File: config.mk
export PLATFORM = sky130hd
export DESIGN_NAME = distance_follow_pid_flat
export DESIGN_NICKNAME = d
export VERILOG_FILES = /design/src/rtl/dfp_pkg.sv /design/src/rtl/dfp_in_if.sv /design/src/rtl/dfp_out_if.sv /design/src/rtl/dfp_cfg_if.sv /design/src/rtl/dfp_cfg_regs.sv /design/src/rtl/dfp_error.sv /design/src/rtl/dfp_weight.sv /design/src/rtl/distance_follow_pid.sv /design/src/flat_wrapper.sv
export SDC_FILE = /design/constraint.sdc
export NUM_CORES = 2
export LEC_CHECK = 0
export BUFFER_PORTS_ARGS = -buffer_cell sky130_fd_sc_hd__clkbuf_2
export CAP_MARGIN = 10
export CORE_MARGIN = 3
export CORE_UTILIZATION = 40
export DETAILED_ROUTE_END_ITERATION = 16
export MAX_ROUTING_LAYER = met4
export SKIP_LAST_GASP = 1
export SYNTH_ARGS = -nofsm -noshare
export SYNTH_HDL_FRONTEND = slang
export SYNTH_SLANG_ARGS = --single-unit
File: constraint.sdc
create_clock -name i_clk -period 9.6 [get_ports i_clk]
set_input_delay 1.92 -clock i_clk [delete_from_list [all_inputs] [get_ports i_clk]]
set_output_delay 1.92 -clock i_clk [all_outputs]
set_load 0.05 [all_outputs]
File: src/rtl/dfp_pkg.sv
// ----------------------------------------------------------------------------
// dfp_pkg: shared types and constants of the distance-follow PID
// Field widths, fixed thresholds, register indexes and stage structs.
// ----------------------------------------------------------------------------
package dfp_pkg;

    localparam int DIST_W   = 16;
    localparam int GAIN_W   = 16;
    localparam int LIMIT_W  = 15;
    localparam int DRIVE_W  = 16;
    localparam int ERR_W    = 8;
    localparam int DERIV_W  = 9;
    localparam int PROD_W   = GAIN_W + ERR_W;
    localparam int PRODD_W  = GAIN_W + DERIV_W;
    localparam int SUM_W    = PRODD_W + 2;
    localparam int CFG_IDX_W  = 4;
    localparam int CFG_DATA_W = 16;

    localparam logic [DIST_W-1:0] DIST_FAR_LIMIT = 16'd2500;
    localparam logic [DIST_W-1:0] DIST_FAR_SUBST = 16'd1500;
    localparam logic [DIST_W:0]   ERR_DEADBAND   = 17'd5;
    localparam int                ERR_CLAMP      = 100;
    localparam int                SUM_CLAMP      = 100;

    localparam logic [CFG_IDX_W-1:0] CFG_GAIN_PROP   = 4'd0;
    localparam logic [CFG_IDX_W-1:0] CFG_GAIN_INTEG  = 4'd1;
    localparam logic [CFG_IDX_W-1:0] CFG_GAIN_DERIV  = 4'd2;
    localparam logic [CFG_IDX_W-1:0] CFG_DRIVE_LIMIT = 4'd3;

    localparam logic signed [GAIN_W-1:0] GAIN_PROP_RST  = 16'sd128;
    localparam logic signed [GAIN_W-1:0] GAIN_INTEG_RST = 16'sd0;
    localparam logic signed [GAIN_W-1:0] GAIN_DERIV_RST = 16'sd0;
    localparam logic [LIMIT_W-1:0]       DRIVE_LIMIT_RST = 15'd100;

    typedef struct packed {
        logic signed [GAIN_W-1:0] gain_prop;
        logic signed [GAIN_W-1:0] gain_integ;
        logic signed [GAIN_W-1:0] gain_deriv;
        logic [LIMIT_W-1:0]       drive_limit;
    } t_gains;

    typedef struct packed {
        logic signed [ERR_W-1:0]   err;
        logic signed [ERR_W-1:0]   esum;
        logic signed [DERIV_W-1:0] deriv;
    } t_err_stage;

    typedef struct packed {
        logic load;
        logic advance;
    } t_stage_ctl;

endpackage

File: src/rtl/dfp_in_if.sv
// ----------------------------------------------------------------------------
// dfp_in_if: input channel of the distance-follow PID
// One beat carries a target distance and a measured distance.
// ----------------------------------------------------------------------------
interface dfp_in_if;
    logic                        valid;
    logic                        ready;
    logic [dfp_pkg::DIST_W-1:0]  target_distance;
    logic [dfp_pkg::DIST_W-1:0]  measured_distance;

    modport source (output valid, output target_distance, output measured_distance,
                    input ready);
    modport sink   (input valid, input target_distance, input measured_distance,
                    output ready);
endinterface

File: src/rtl/dfp_out_if.sv
// ----------------------------------------------------------------------------
// dfp_out_if: result channel of the distance-follow PID
// One beat carries the signed drive correction.
// ----------------------------------------------------------------------------
interface dfp_out_if;
    logic                              valid;
    logic                              ready;
    logic signed [dfp_pkg::DRIVE_W-1:0] drive;

    modport source (output valid, output drive, input ready);
    modport sink   (input valid, input drive, output ready);
endinterface

File: src/rtl/dfp_cfg_if.sv
// ----------------------------------------------------------------------------
// dfp_cfg_if: register write channel of the distance-follow PID
// One beat writes data to the register selected by index.
// ----------------------------------------------------------------------------
interface dfp_cfg_if;
    logic                              valid;
    logic                              ready;
    logic [dfp_pkg::CFG_IDX_W-1:0]     index;
    logic [dfp_pkg::CFG_DATA_W-1:0]    data;

    modport source (output valid, output index, output data, input ready);
    modport sink   (input valid, input index, input data, output ready);
endinterface

File: src/rtl/dfp_cfg_regs.sv
// ----------------------------------------------------------------------------
// dfp_cfg_regs: gain and limit registers
// Decodes register writes; unknown indexes are dropped.
// ----------------------------------------------------------------------------
module dfp_cfg_regs (
    input  logic                          i_clk,
    input  logic                          i_rst_n,
    input  logic                          i_we,
    input  logic [dfp_pkg::CFG_IDX_W-1:0] i_index,
    input  logic [dfp_pkg::CFG_DATA_W-1:0] i_data,
    output dfp_pkg::t_gains               o_gains
);

    dfp_pkg::t_gains r_gains;
    dfp_pkg::t_gains n_gains;

    always_comb begin
        n_gains = r_gains;
        if (i_we) begin
            unique case (i_index)
                dfp_pkg::CFG_GAIN_PROP:   n_gains.gain_prop   = i_data;
                dfp_pkg::CFG_GAIN_INTEG:  n_gains.gain_integ  = i_data;
                dfp_pkg::CFG_GAIN_DERIV:  n_gains.gain_deriv  = i_data;
                dfp_pkg::CFG_DRIVE_LIMIT: n_gains.drive_limit = i_data[dfp_pkg::LIMIT_W-1:0];
                default:                  n_gains = r_gains;
            endcase
        end
    end

    always_ff @(posedge i_clk) begin
        if (!i_rst_n) begin
            r_gains.gain_prop   <= dfp_pkg::GAIN_PROP_RST;
            r_gains.gain_integ  <= dfp_pkg::GAIN_INTEG_RST;
            r_gains.gain_deriv  <= dfp_pkg::GAIN_DERIV_RST;
            r_gains.drive_limit <= dfp_pkg::DRIVE_LIMIT_RST;
        end else begin
            r_gains <= n_gains;
        end
    end

    assign o_gains = r_gains;

endmodule

File: src/rtl/dfp_error.sv
// ----------------------------------------------------------------------------
// dfp_error: error, integral and derivative stage
// Forms the dead-banded clamped error and updates the loop state.
// ----------------------------------------------------------------------------
module dfp_error (
    input  logic                        i_clk,
    input  logic                        i_rst_n,
    input  dfp_pkg::t_stage_ctl         i_ctl,
    input  logic [dfp_pkg::DIST_W-1:0]  i_target,
    input  logic [dfp_pkg::DIST_W-1:0]  i_measured,
    output dfp_pkg::t_err_stage         o_stage
);

    localparam int DW = dfp_pkg::DIST_W;
    localparam int EW = dfp_pkg::ERR_W;
    localparam int VW = dfp_pkg::DERIV_W;

    logic [DW-1:0]          actual_raw;
    logic [DW-1:0]          actual;
    logic signed [DW:0]     diff;
    logic [DW:0]            mag;
    logic signed [EW-1:0]   err;
    logic signed [VW-1:0]   sum_raw;
    logic signed [EW-1:0]   n_esum;
    logic signed [VW-1:0]   deriv;

    logic signed [EW-1:0]   r_esum;
    logic signed [EW-1:0]   r_prev;
    dfp_pkg::t_err_stage    r_stage;

    always_comb begin
        // no reading: follow the target
        actual_raw = (i_measured == '0) ? i_target : i_measured;
        actual     = (actual_raw > dfp_pkg::DIST_FAR_LIMIT) ? dfp_pkg::DIST_FAR_SUBST
                                                            : actual_raw;
        diff = $signed({1'b0, i_target}) - $signed({1'b0, actual});
        mag  = diff[DW] ? $unsigned(-diff) : $unsigned(diff);

        if (mag < dfp_pkg::ERR_DEADBAND)
            err = '0;
        else if (diff > (DW+1)'(dfp_pkg::ERR_CLAMP))
            err = EW'(dfp_pkg::ERR_CLAMP);
        else if (diff < -(DW+1)'(dfp_pkg::ERR_CLAMP))
            err = -EW'(dfp_pkg::ERR_CLAMP);
        else
            err = diff[EW-1:0];

        sum_raw = VW'(r_esum) + VW'(err);
        if (sum_raw > VW'(dfp_pkg::SUM_CLAMP))
            n_esum = EW'(dfp_pkg::SUM_CLAMP);
        else if (sum_raw < -VW'(dfp_pkg::SUM_CLAMP))
            n_esum = -EW'(dfp_pkg::SUM_CLAMP);
        else
            n_esum = sum_raw[EW-1:0];

        deriv = VW'(err) - VW'(r_prev);
    end

    always_ff @(posedge i_clk) begin
        if (!i_rst_n) begin
            r_esum <= '0;
            r_prev <= '0;
        end else if (i_ctl.load) begin
            r_esum <= n_esum;
            r_prev <= err;
        end
    end

    always_ff @(posedge i_clk) begin
        if (i_ctl.advance) begin
            r_stage.err   <= err;
            r_stage.esum  <= n_esum;
            r_stage.deriv <= deriv;
        end
    end

    assign o_stage = r_stage;

    a_esum_range: assert property (@(posedge i_clk) disable iff (!i_rst_n)
        (r_esum <= EW'(dfp_pkg::SUM_CLAMP)) && (r_esum >= -EW'(dfp_pkg::SUM_CLAMP)))
        else $error("integral left its clamp range");

    a_prev_tracks: assert property (@(posedge i_clk) disable iff (!i_rst_n)
        i_ctl.load |=> (r_prev == r_stage.err) && (r_esum == r_stage.esum))
        else $error("loop state and stage register disagree");

endmodule

File: src/rtl/dfp_weight.sv
// ----------------------------------------------------------------------------
// dfp_weight: gain products and output scaling
// Multiplies the three terms, then sums, scales, saturates, limits and negates.
// ----------------------------------------------------------------------------
module dfp_weight (
    input  logic                                i_clk,
    input  logic                                i_adv_prod,
    input  logic                                i_adv_out,
    input  dfp_pkg::t_err_stage                 i_stage,
    input  dfp_pkg::t_gains                     i_gains,
    output logic signed [dfp_pkg::DRIVE_W-1:0]  o_drive
);

    localparam int PW = dfp_pkg::PROD_W;
    localparam int QW = dfp_pkg::PRODD_W;
    localparam int SW = dfp_pkg::SUM_W;
    localparam int RW = SW - 8;
    localparam int OW = dfp_pkg::DRIVE_W;
    localparam int LW = dfp_pkg::LIMIT_W;

    logic signed [PW-1:0] prop_p;
    logic signed [PW-1:0] integ_p;
    logic signed [QW-1:0] deriv_p;
    logic signed [PW-1:0] r_prop_p;
    logic signed [PW-1:0] r_integ_p;
    logic signed [QW-1:0] r_deriv_p;

    logic signed [SW-1:0] sum;
    logic signed [SW-1:0] sum_adj;
    logic signed [RW-1:0] scaled;
    logic signed [OW-1:0] sat;
    logic [OW:0]          mag;
    logic [OW:0]          limit_ext;
    logic signed [OW-1:0] limited;
    logic signed [OW-1:0] r_drive;

    assign prop_p  = i_gains.gain_prop  * i_stage.err;
    assign integ_p = i_gains.gain_integ * i_stage.esum;
    assign deriv_p = i_gains.gain_deriv * i_stage.deriv;

    always_ff @(posedge i_clk) begin
        if (i_adv_prod) begin
            r_prop_p  <= prop_p;
            r_integ_p <= integ_p;
            r_deriv_p <= deriv_p;
        end
    end

    always_comb begin
        sum = SW'(r_prop_p) + SW'(r_integ_p) + SW'(r_deriv_p);
        // bias negatives so the arithmetic shift truncates toward zero
        sum_adj = sum[SW-1] ? (sum + SW'(255)) : sum;
        scaled  = sum_adj[SW-1:8];

        if (scaled > RW'(32767))
            sat = 16'sh7FFF;
        else if (scaled < -RW'(32768))
            sat = 16'sh8000;
        else
            sat = scaled[OW-1:0];

        mag       = sat[OW-1] ? ((OW+1)'(0) - (OW+1)'(sat)) : (OW+1)'(sat);
        limit_ext = (OW+1)'(i_gains.drive_limit);

        if (mag >= limit_ext)
            limited = (sat > 0) ? $signed(OW'(i_gains.drive_limit))
                                : -$signed(OW'(i_gains.drive_limit));
        else
            limited = sat;
    end

    always_ff @(posedge i_clk) begin
        if (i_adv_out)
            r_drive <= -limited;
    end

    assign o_drive = r_drive;

    // LW is narrower than the drive word, so the limited value never wraps
    if (LW >= OW) begin : g_bad_width
        $error("drive limit must be narrower than the drive word");
    end

endmodule

File: src/rtl/distance_follow_pid.sv
// ----------------------------------------------------------------------------
// distance_follow_pid: positional PID speed correction for distance following
// Dead-banded clamped error, clamped integral, derivative, Q7.8 gains.
// ----------------------------------------------------------------------------
// Usage:
//   i_in   carries one beat per control tick: target and measured distance.
//   o_out  returns exactly one beat per input beat: the negated, limited drive.
//   i_cfg  writes gain_prop (0), gain_integ (1), gain_deriv (2) and
//          drive_limit (3); other indexes are dropped. Write only while idle.
// Pipeline: input register, error/state stage, product stage, output register.
//   A result passes through these four registers in order and is valid once it
//   reaches the output register; a new beat is taken every cycle while the
//   receiver does not stall: one item per cycle.
// Each stage holds its beat while the stage after it is full and stalled, so
//   a stalled receiver fills the pipeline; up to four beats are held before
//   i_in.ready drops. Nothing is lost or repeated.
// Reset empties all stages, clears integral and previous error, and loads
//   the default gains (0.5, 0, 0) and a limit of 100. No clearing pass.
// ----------------------------------------------------------------------------
module distance_follow_pid (
    input  logic      i_clk,
    input  logic      i_rst_n,
    dfp_in_if.sink    i_in,
    dfp_out_if.source o_out,
    dfp_cfg_if.sink   i_cfg
);

    localparam int DW = dfp_pkg::DIST_W;

    logic r_v_in;
    logic r_v_err;
    logic r_v_prod;
    logic r_v_out;

    logic adv_in;
    logic adv_err;
    logic adv_prod;
    logic adv_out;

    logic [DW-1:0] r_target;
    logic [DW-1:0] r_measured;

    dfp_pkg::t_gains     gains;
    dfp_pkg::t_err_stage err_stage;
    dfp_pkg::t_stage_ctl err_ctl;

    // a stage advances when it is empty or the next stage advances
    assign adv_out  = !r_v_out  || o_out.ready;
    assign adv_prod = !r_v_prod || adv_out;
    assign adv_err  = !r_v_err  || adv_prod;
    assign adv_in   = !r_v_in   || adv_err;

    assign i_in.ready  = adv_in;
    assign i_cfg.ready = 1'b1;

    always_ff @(posedge i_clk) begin
        if (!i_rst_n) begin
            r_v_in   <= 1'b0;
            r_v_err  <= 1'b0;
            r_v_prod <= 1'b0;
            r_v_out  <= 1'b0;
        end else begin
            if (adv_in)   r_v_in   <= i_in.valid;
            if (adv_err)  r_v_err  <= r_v_in;
            if (adv_prod) r_v_prod <= r_v_err;
            if (adv_out)  r_v_out  <= r_v_prod;
        end
    end

    // capture the input beat
    always_ff @(posedge i_clk) begin
        if (adv_in) begin
            r_target   <= i_in.target_distance;
            r_measured <= i_in.measured_distance;
        end
    end

    dfp_cfg_regs u_cfg (
        .i_clk   (i_clk),
        .i_rst_n (i_rst_n),
        .i_we    (i_cfg.valid),
        .i_index (i_cfg.index),
        .i_data  (i_cfg.data),
        .o_gains (gains)
    );

    // loop state moves only when a real beat leaves the input register
    assign err_ctl.load    = r_v_in && adv_err;
    assign err_ctl.advance = adv_err;

    dfp_error u_err (
        .i_clk      (i_clk),
        .i_rst_n    (i_rst_n),
        .i_ctl      (err_ctl),
        .i_target   (r_target),
        .i_measured (r_measured),
        .o_stage    (err_stage)
    );

    dfp_weight u_wgt (
        .i_clk      (i_clk),
        .i_adv_prod (adv_prod),
        .i_adv_out  (adv_out),
        .i_stage    (err_stage),
        .i_gains    (gains),
        .o_drive    (o_out.drive)
    );

    assign o_out.valid = r_v_out;

    a_reset_empty: assert property (@(posedge i_clk)
        !i_rst_n |=> !o_out.valid && !r_v_in)
        else $error("pipeline not empty after reset");

    a_accept_lands: assert property (@(posedge i_clk) disable iff (!i_rst_n)
        (i_in.valid && i_in.ready) |=> r_v_in)
        else $error("accepted beat did not reach the input register");

    a_drive_range: assert property (@(posedge i_clk) disable iff (!i_rst_n)
        o_out.valid |-> (o_out.drive != 16'sh8000))
        else $error("drive left its symmetric range");

    a_stall_holds: assert property (@(posedge i_clk) disable iff (!i_rst_n)
        (r_v_prod && r_v_out && !o_out.ready) |=> r_v_prod)
        else $error("product stage dropped a beat under stall");

endmodule
File: src/flat_wrapper.sv
// flat-port wrapper written by rule: the top's interface ports become plain ports
module distance_follow_pid_flat 
  (i_clk, i_rst_n, i_in_valid, i_in_target_distance, i_in_measured_distance, i_in_ready, o_out_valid, o_out_drive, o_out_ready, i_cfg_valid, i_cfg_index, i_cfg_data, i_cfg_ready);
  dfp_in_if i_in_i ();
  dfp_out_if o_out_i ();
  dfp_cfg_if i_cfg_i ();
  input  logic i_clk;
  input  logic i_rst_n;
  input wire logic [$bits(i_in_i.valid)-1:0] i_in_valid;
  input wire logic [$bits(i_in_i.target_distance)-1:0] i_in_target_distance;
  input wire logic [$bits(i_in_i.measured_distance)-1:0] i_in_measured_distance;
  output wire logic [$bits(i_in_i.ready)-1:0] i_in_ready;
  output wire logic [$bits(o_out_i.valid)-1:0] o_out_valid;
  output wire logic [$bits(o_out_i.drive)-1:0] o_out_drive;
  input wire logic [$bits(o_out_i.ready)-1:0] o_out_ready;
  input wire logic [$bits(i_cfg_i.valid)-1:0] i_cfg_valid;
  input wire logic [$bits(i_cfg_i.index)-1:0] i_cfg_index;
  input wire logic [$bits(i_cfg_i.data)-1:0] i_cfg_data;
  output wire logic [$bits(i_cfg_i.ready)-1:0] i_cfg_ready;
  assign i_in_i.valid = i_in_valid;
  assign i_in_i.target_distance = i_in_target_distance;
  assign i_in_i.measured_distance = i_in_measured_distance;
  assign i_in_ready = i_in_i.ready;
  assign o_out_valid = o_out_i.valid;
  assign o_out_drive = o_out_i.drive;
  assign o_out_i.ready = o_out_ready;
  assign i_cfg_i.valid = i_cfg_valid;
  assign i_cfg_i.index = i_cfg_index;
  assign i_cfg_i.data = i_cfg_data;
  assign i_cfg_ready = i_cfg_i.ready;
  distance_follow_pid u_core (.i_clk(i_clk), .i_rst_n(i_rst_n), .i_in(i_in_i), .o_out(o_out_i), .i_cfg(i_cfg_i));
endmodule
==> Word level (Yosys, flattened, before mapping) <==
Cells that the tools add are included.
{ "word_totals": {"input_bits": 57, "word_cells": 74, "reg_bits": 229, "output_inout_bits": 19} }
{ "op_classes": {"magnitude_cmp": 10, "muxes": 14, "n_eq_ne": 3, "mul": 3, "add_sub_neg": 10, "reduce_logical": 15} }
{ "op_table": {"columns": ["operator", "count"], "rows": [
  ["$mux W16", 6],
  ["$mul A16 B8 Y24", 2],
  ["$mux W8", 5],
  ["$mux W17", 2],
  ["$add A26 B9 Y27 const B", 1],
  ["$mux W27", 1],
  ["$add A25 B25 Y26", 1],
  ["$add A24 B24 Y25", 1],
  ["$mul A16 B9 Y25", 1],
  ["$gt A19 B16 Y1 const B", 1],
  ["$lt A19 B16 Y1 const B", 1],
  ["$ge A17 B15 Y1", 1],
  ["$gt A17 B8 Y1 const B", 1],
  ["$lt A17 B3 Y1 const B", 1],
  ["$lt A17 B8 Y1 const B", 1],
  ["$neg A17 Y17", 1],
  ["$sub A1 B16 Y17 const A", 1],
  ["$sub A16 B16 Y17", 1],
  ["$gt A16 B1 Y1 const B", 1],
  ["$gt A16 B12 Y1 const B", 1],
  ["$logic_not A16 Y1", 1],
  ["$neg A15 Y16", 1],
  ["$neg A16 Y16", 1],
  ["$add A8 B8 Y9", 1],
  ["10 further kinds", 20]
]} }

==> Depth between registers and ports, before layout <==
{ "logic_depth": {"word_depth": 13, "depth_mapped": 49, "mapped_depth_nobuf": 48} }

==> Modules after synthesis <==
Synthesis repeated with hierarchy kept, for this count alone.
{ "unflattened": {"cells_unflattened": 2954, "area_unflattened_um2": 28203.3} }
{ "modules_own_cells": {"columns": ["mod", "area_per_inst_um2", "cells_per_inst", "instances", "seq_area_each_um2"], "rows": [
  ["dfp_weight", 20255.7, 2163, 1, 2672.6],
  ["dfp_error", 4383.0, 507, 1, 1071.0],
  ["dfp_cfg_regs", 2419.8, 232, 1, 1261.2],
  ["distance_follow_pid", 1144.8, 52, 1, 1041.0]
]} }

==> Worst setup path after synthesis <==
No wires, ideal clock.
{ "synth_timing": {"path_kind": "flip-flop to flip-flop", "startpoint": "register u_core.u_wgt.r_prop_p[8]", "endpoint": "register u_core.u_wgt.r_drive[14], in the netlist u_core.u_wgt.o_drive[14], data pin", "t_required_ns": 9.330, "setup_slack_ns": 0.825, "stages_incl_launch_ff": 42, "period_less_slack_ns": 8.775, "arrival_ns": 8.505, "path_buffers": 4, "setup_ns": 0.270, "cell_sequence": "edfxtp_1 -> inv_1 -> fa_1 -> inv_1 -> ha_1 -> buf_6 -> a21o_1 -> a31o_1 -> or4b_4 -> a41oi_4 -> xor2_2 -> nor4_2 -> nand2_1 -> o21a_1 -> nor2_1 -> o21ai_1 -> a21oi_1 -> ha_1 -> [... 6 more ...] -> o21a_1 -> o21a_1 -> o21a_1 -> o21a_1 -> o21ai_0 -> a21oi_1 -> o311ai_0 -> nand3_2 -> buf_1 -> buf_2 -> buf_2 -> nand2_1 -> o21a_1 -> ha_1 -> nand3_1 -> or3_4 -> nor3_2 -> xor2_1"} }
{ "synth_between": {"elab_chain_cells": 12, "elab_cells_between_ends": 15, "classes_between": "5 x add/sub; 4 x order compare; 6 x mux"} }
{ "synth_rtl": {"columns": ["item", "line_no", "source"], "rows": [
  ["start, declared", "dfp_weight.sv:24", "logic signed [PW-1:0] r_prop_p;"],
  ["start signal, assigned", "dfp_weight.sv:43", "r_prop_p <= prop_p;"],
  ["$add A24 B24 Y25 (*)", "dfp_weight.sv:50", "sum = SW'(r_prop_p) + SW'(r_integ_p) + SW'(r_deriv_p);"],
  ["$add A25 B25 Y26 (*)", "dfp_weight.sv:50", null],
  ["$add A26 B9 Y27", "dfp_weight.sv:52", "sum_adj = sum[SW-1] ? (sum + SW'(255)) : sum;"],
  ["$mux W27 (*)", "dfp_weight.sv:52", null],
  ["$lt A19 B16 Y1", "dfp_weight.sv:57", "else if (scaled < -RW'(32768))"],
  ["$mux W16", "dfp_weight.sv:57", null],
  ["$mux W16 (*)", "dfp_weight.sv:55", "if (scaled > RW'(32767))"],
  ["$sub A1 B16 Y17", "dfp_weight.sv:62", "mag = sat[OW-1] ? ((OW+1)'(0) - (OW+1)'(sat)) : (OW+1)'(sat);"],
  ["$mux W17", "dfp_weight.sv:62", null],
  ["$ge A17 B15 Y1", "dfp_weight.sv:65", "if (mag >= limit_ext)"],
  ["$mux W16 (*)", "dfp_weight.sv:65", null],
  ["$neg A16 Y16 (*)", "dfp_weight.sv:74", "r_drive <= -limited;"],
  ["end signal, assigned", "dfp_weight.sv:74", null],
  ["end, declared", "dfp_weight.sv:35", "logic signed [OW-1:0] r_drive;"]
]} }
Every way passes the cells marked *; elsewhere a longest branch is shown, timed or not.
A chain may end at the register's enable or synchronous reset.

==> Worst setup path after layout <==
{ "layout_timing": {"startpoint": "register u_core.u_wgt.r_prop_p[12]", "endpoint": "register u_core.u_wgt.r_drive[13], in the netlist u_core.u_wgt.o_drive[13], data pin"} }
Same word-level chain as after synthesis.

==> out/results.ini <==
[outcome]
status=completed

[finish]
drive_above_1_share=0.0745
seqCellArea_sq_mm=0.00605
area_growth_pct=7.95
fin_nets=3749
fillCellCount=6996
multi_input_area_sq_mm=0.0204
num_antenna_cells=0

[timing]
rsz0062_at_grt=true
skew_ps=25.9
finalCritPeriodShare=0.921
drv_slew=0
slew_headroom=0.275
hold_viol=0
max_freq_ghz=0.113
tightestPinTransition_ps=1090
finalSetupViolCount=0
layout_min_cycle_time_ps=8840
timing.hold.ws_ps=448

[die]
initial_core_util=0.406
num_io_pins=76
die_area_sq_mm=0.0747
die_x_um=273
num_rows=97
core_sq_mm=0.0704
die_y_um=273

[detailed_routing]
wl_um=70800
wl_met2_um=34600
antenna_left=0
vias_per_cell=5.21
dr.pass1.iters=5
highest_layer=met4
wl_met3_um=2450
first_iter_violations=1420
wire_per_inst_um=17.4
vias=21300
wl_met1_um=31800
drc=0

[clock_network]
cts_buffer_depth=3
clk_pin_slew_ps=70
cts-root-buf=clkbuf_16
cts_max_level=1
post_cts_buffers=0
cts_tree=done
cts_buffers=27
clk_latency_ps=580
cts.sinks=229

[setup_path]
cpPeakStageDelay_ps=520
cpMaxStageDelayCell=or4b_4
path_max_fanout=26
crit_end=u_core.u_wgt.o_drive[13]
worst-r2r-setup-slack_ps=760
cp_common_cell=o21a_1
crit_path_end_kind=register
ff2ff_path_depth=35
r2r-end=u_core.u_wgt.o_drive[13]
crit_path_start_kind=register
rr_startpoint=u_core.u_wgt.r_prop_p[12]
timing_worst_setup_path_type=reg -> reg
required_ps=9910
cp_data_arrival_time_ps=9150
critPathLaunch=u_core.u_wgt.r_prop_p[12]

[grt]
grt_pass1_vias=21500
grt_max_degree=86
grt_overflow_total=0
grt_pass1_wl_um=117000
grt.total_usage=0.200
antenna_found_initial=0

[hold_path]
min_path_type=reg -> reg

[logic_synthesis]
ys_warn_count=0
ys_seq_area_frac=0.212
synth_area_sq_mm=0.0286
synth_top_flop_cell=edfxtp_1
syn_inst=3090
async_flop_share=0
synth_area_per_cell_sq_um=9.25
synth_edf_count=146
yosysUniqueCellTypes=103
ys_seq_elements=229

[place]
io_buffers=74
dp_hpwl_um=56600
gp_congestion=0.900

[job]
cap_violations=0

[stage by stage]
stage	cells	area (sq um)	setup TNS, ps	util	setup WS (ps)
3_3_place_gp	4031	29900	0	0.425	625
2_1_floorplan	3094	28600	0	-	825
4_1_cts	4081	30800	0	0.437	432
5_1_grt	4081	30800	-40.8	0.438	-30.9
3_5_place_dp	4031	29900	0	0.425	449
6_report	4081	30800	0	0.438	758
[sequential cells by signal, indices dropped and copies added, names as in the netlist]
name,cells
u_core.r_v_err,1
u_core.u_err.o_stage,25
u_core.u_wgt.r_prop_p,24
u_core.u_wgt.o_drive,16
u_core.r_v_in,1
u_core.u_wgt.r_deriv_p,25
u_core.u_cfg.o_gains,63
u_core.u_err.r_esum,8
u_core.r_target,16
u_core.u_wgt.r_integ_p,24
u_core.r_measured,16
u_core.r_v_prod,1
u_core.u_err.r_prev,8
u_core.o_out.valid,1
[area by class of cell]
cell class / count / share of cell area
clock inverter: 17 / 0.00491
inverter: 446 / 0.0543
sequential: 229 / 0.196
timing repair buffer: 110 / 0.0209
multi-input combinational: 2306 / 0.662
tap: 940 / 0.0381
clock buffer: 33 / 0.0236
[how the worst min path moves through the flow]
stage                                   endpoint  cells after the start              startpoint  slack (ps)
after detailed placement  u_core.u_err.r_prev[7]                      2  u_core.u_err.r_prev[7]         440
after floorplan           u_core.u_err.r_prev[7]                      2  u_core.u_err.r_prev[7]         430
after global placement    u_core.u_err.r_prev[7]                      2  u_core.u_err.r_prev[7]         440
after global routing      u_core.u_err.r_prev[7]                      2  u_core.u_err.r_prev[7]         500
final                     u_core.u_err.r_prev[7]                      2  u_core.u_err.r_prev[7]         450
after CTS                 u_core.u_err.r_prev[7]                      2  u_core.u_err.r_prev[7]         450
[kinds of logic (layout without fill, tap and decap cells)]
| family | count (synthesis) | after routing | share of synthesized area |
|---|---|---|---|
| flip-flops | 229 | 229 | 0.212 |
| buffers and inverters | 559 | 606 | 0.0769 |
| AO/OA/AOI/OAI | 540 | 540 | 0.132 |
| XOR/XNOR | 149 | 149 | 0.0465 |
| other | 1 | 5 | 0.000131 |
| adder cells (fa/ha/maj) | 572 | 572 | 0.343 |
| multiplexers | 13 | 13 | 0.00469 |
| AND/OR/NAND/NOR | 1027 | 1027 | 0.184 |
[routing by layer]
layer	up-vias	global-route usage
met2	425	0.339
met5	-	-
met4	0	0.0471
met1	10400	0.262
met3	101	0.0162
li1	10300	-
[worst max-delay path: cells and delay by family (launching register included)]
kind	cells	cell delay [ps]
adder cells (fa/ha/maj)	4	1540
buffers and inverters	1	290
AND/OR/NAND/NOR	9	2310
flip-flops	1	390
multiplexers	1	150
AO/OA/AOI/OAI	18	3660
XOR/XNOR	2	220
[timing repair]
| item | 4_1_cts | 5_1_grt |
|---|---|---|
| setup endpoints to repair | 0 | 26 |
| hold buffers | 0 | 0 |
| gates resized for setup | 0 | 23 |
[cells in the mapped netlist, drive strengths merged (21+ instances only)]
master / n / area (sq um)
inv: 446 / 1670
fa: 354 / 7090
nand2: 354 / 1330
and2: 232 / 1460
ha: 218 / 2730
edfxtp: 146 / 4380
nor2: 138 / 518
a21oi: 126 / 646
xnor2: 109 / 970
o21ai: 91 / 467
clkbuf: 84 / 315
dfxtp: 83 / 1660
a21boi: 78 / 586
nand3: 54 / 280
nand2b: 52 / 325
nor3: 48 / 265
xor2: 40 / 358
a21o: 36 / 270
buf: 29 / 208
nand4: 29 / 203
o211ai: 26 / 195
a211oi: 24 / 210
o21a: 22 / 165
nor4: 21 / 159
or3: 21 / 136
[cells in the final DEF, fill, tap and decap left out, types with 38 or more instances in the layout]
master,n
inv_1,445
fa_1,354
nand2_1,351
and2_1,230
ha_1,218
edfxtp_1,146
nor2_1,138
a21oi_1,117
xnor2_1,107
dfxtp_1,83
o21ai_0,75
a21boi_0,75
clkbuf_2,74
nand3_1,52
nand2b_1,52
nor3_1,41
xor2_1,38
Power is left out: the tool's default activity adds up to more than one toggle a clock period on the data nets, which glitch-free logic cannot reach.
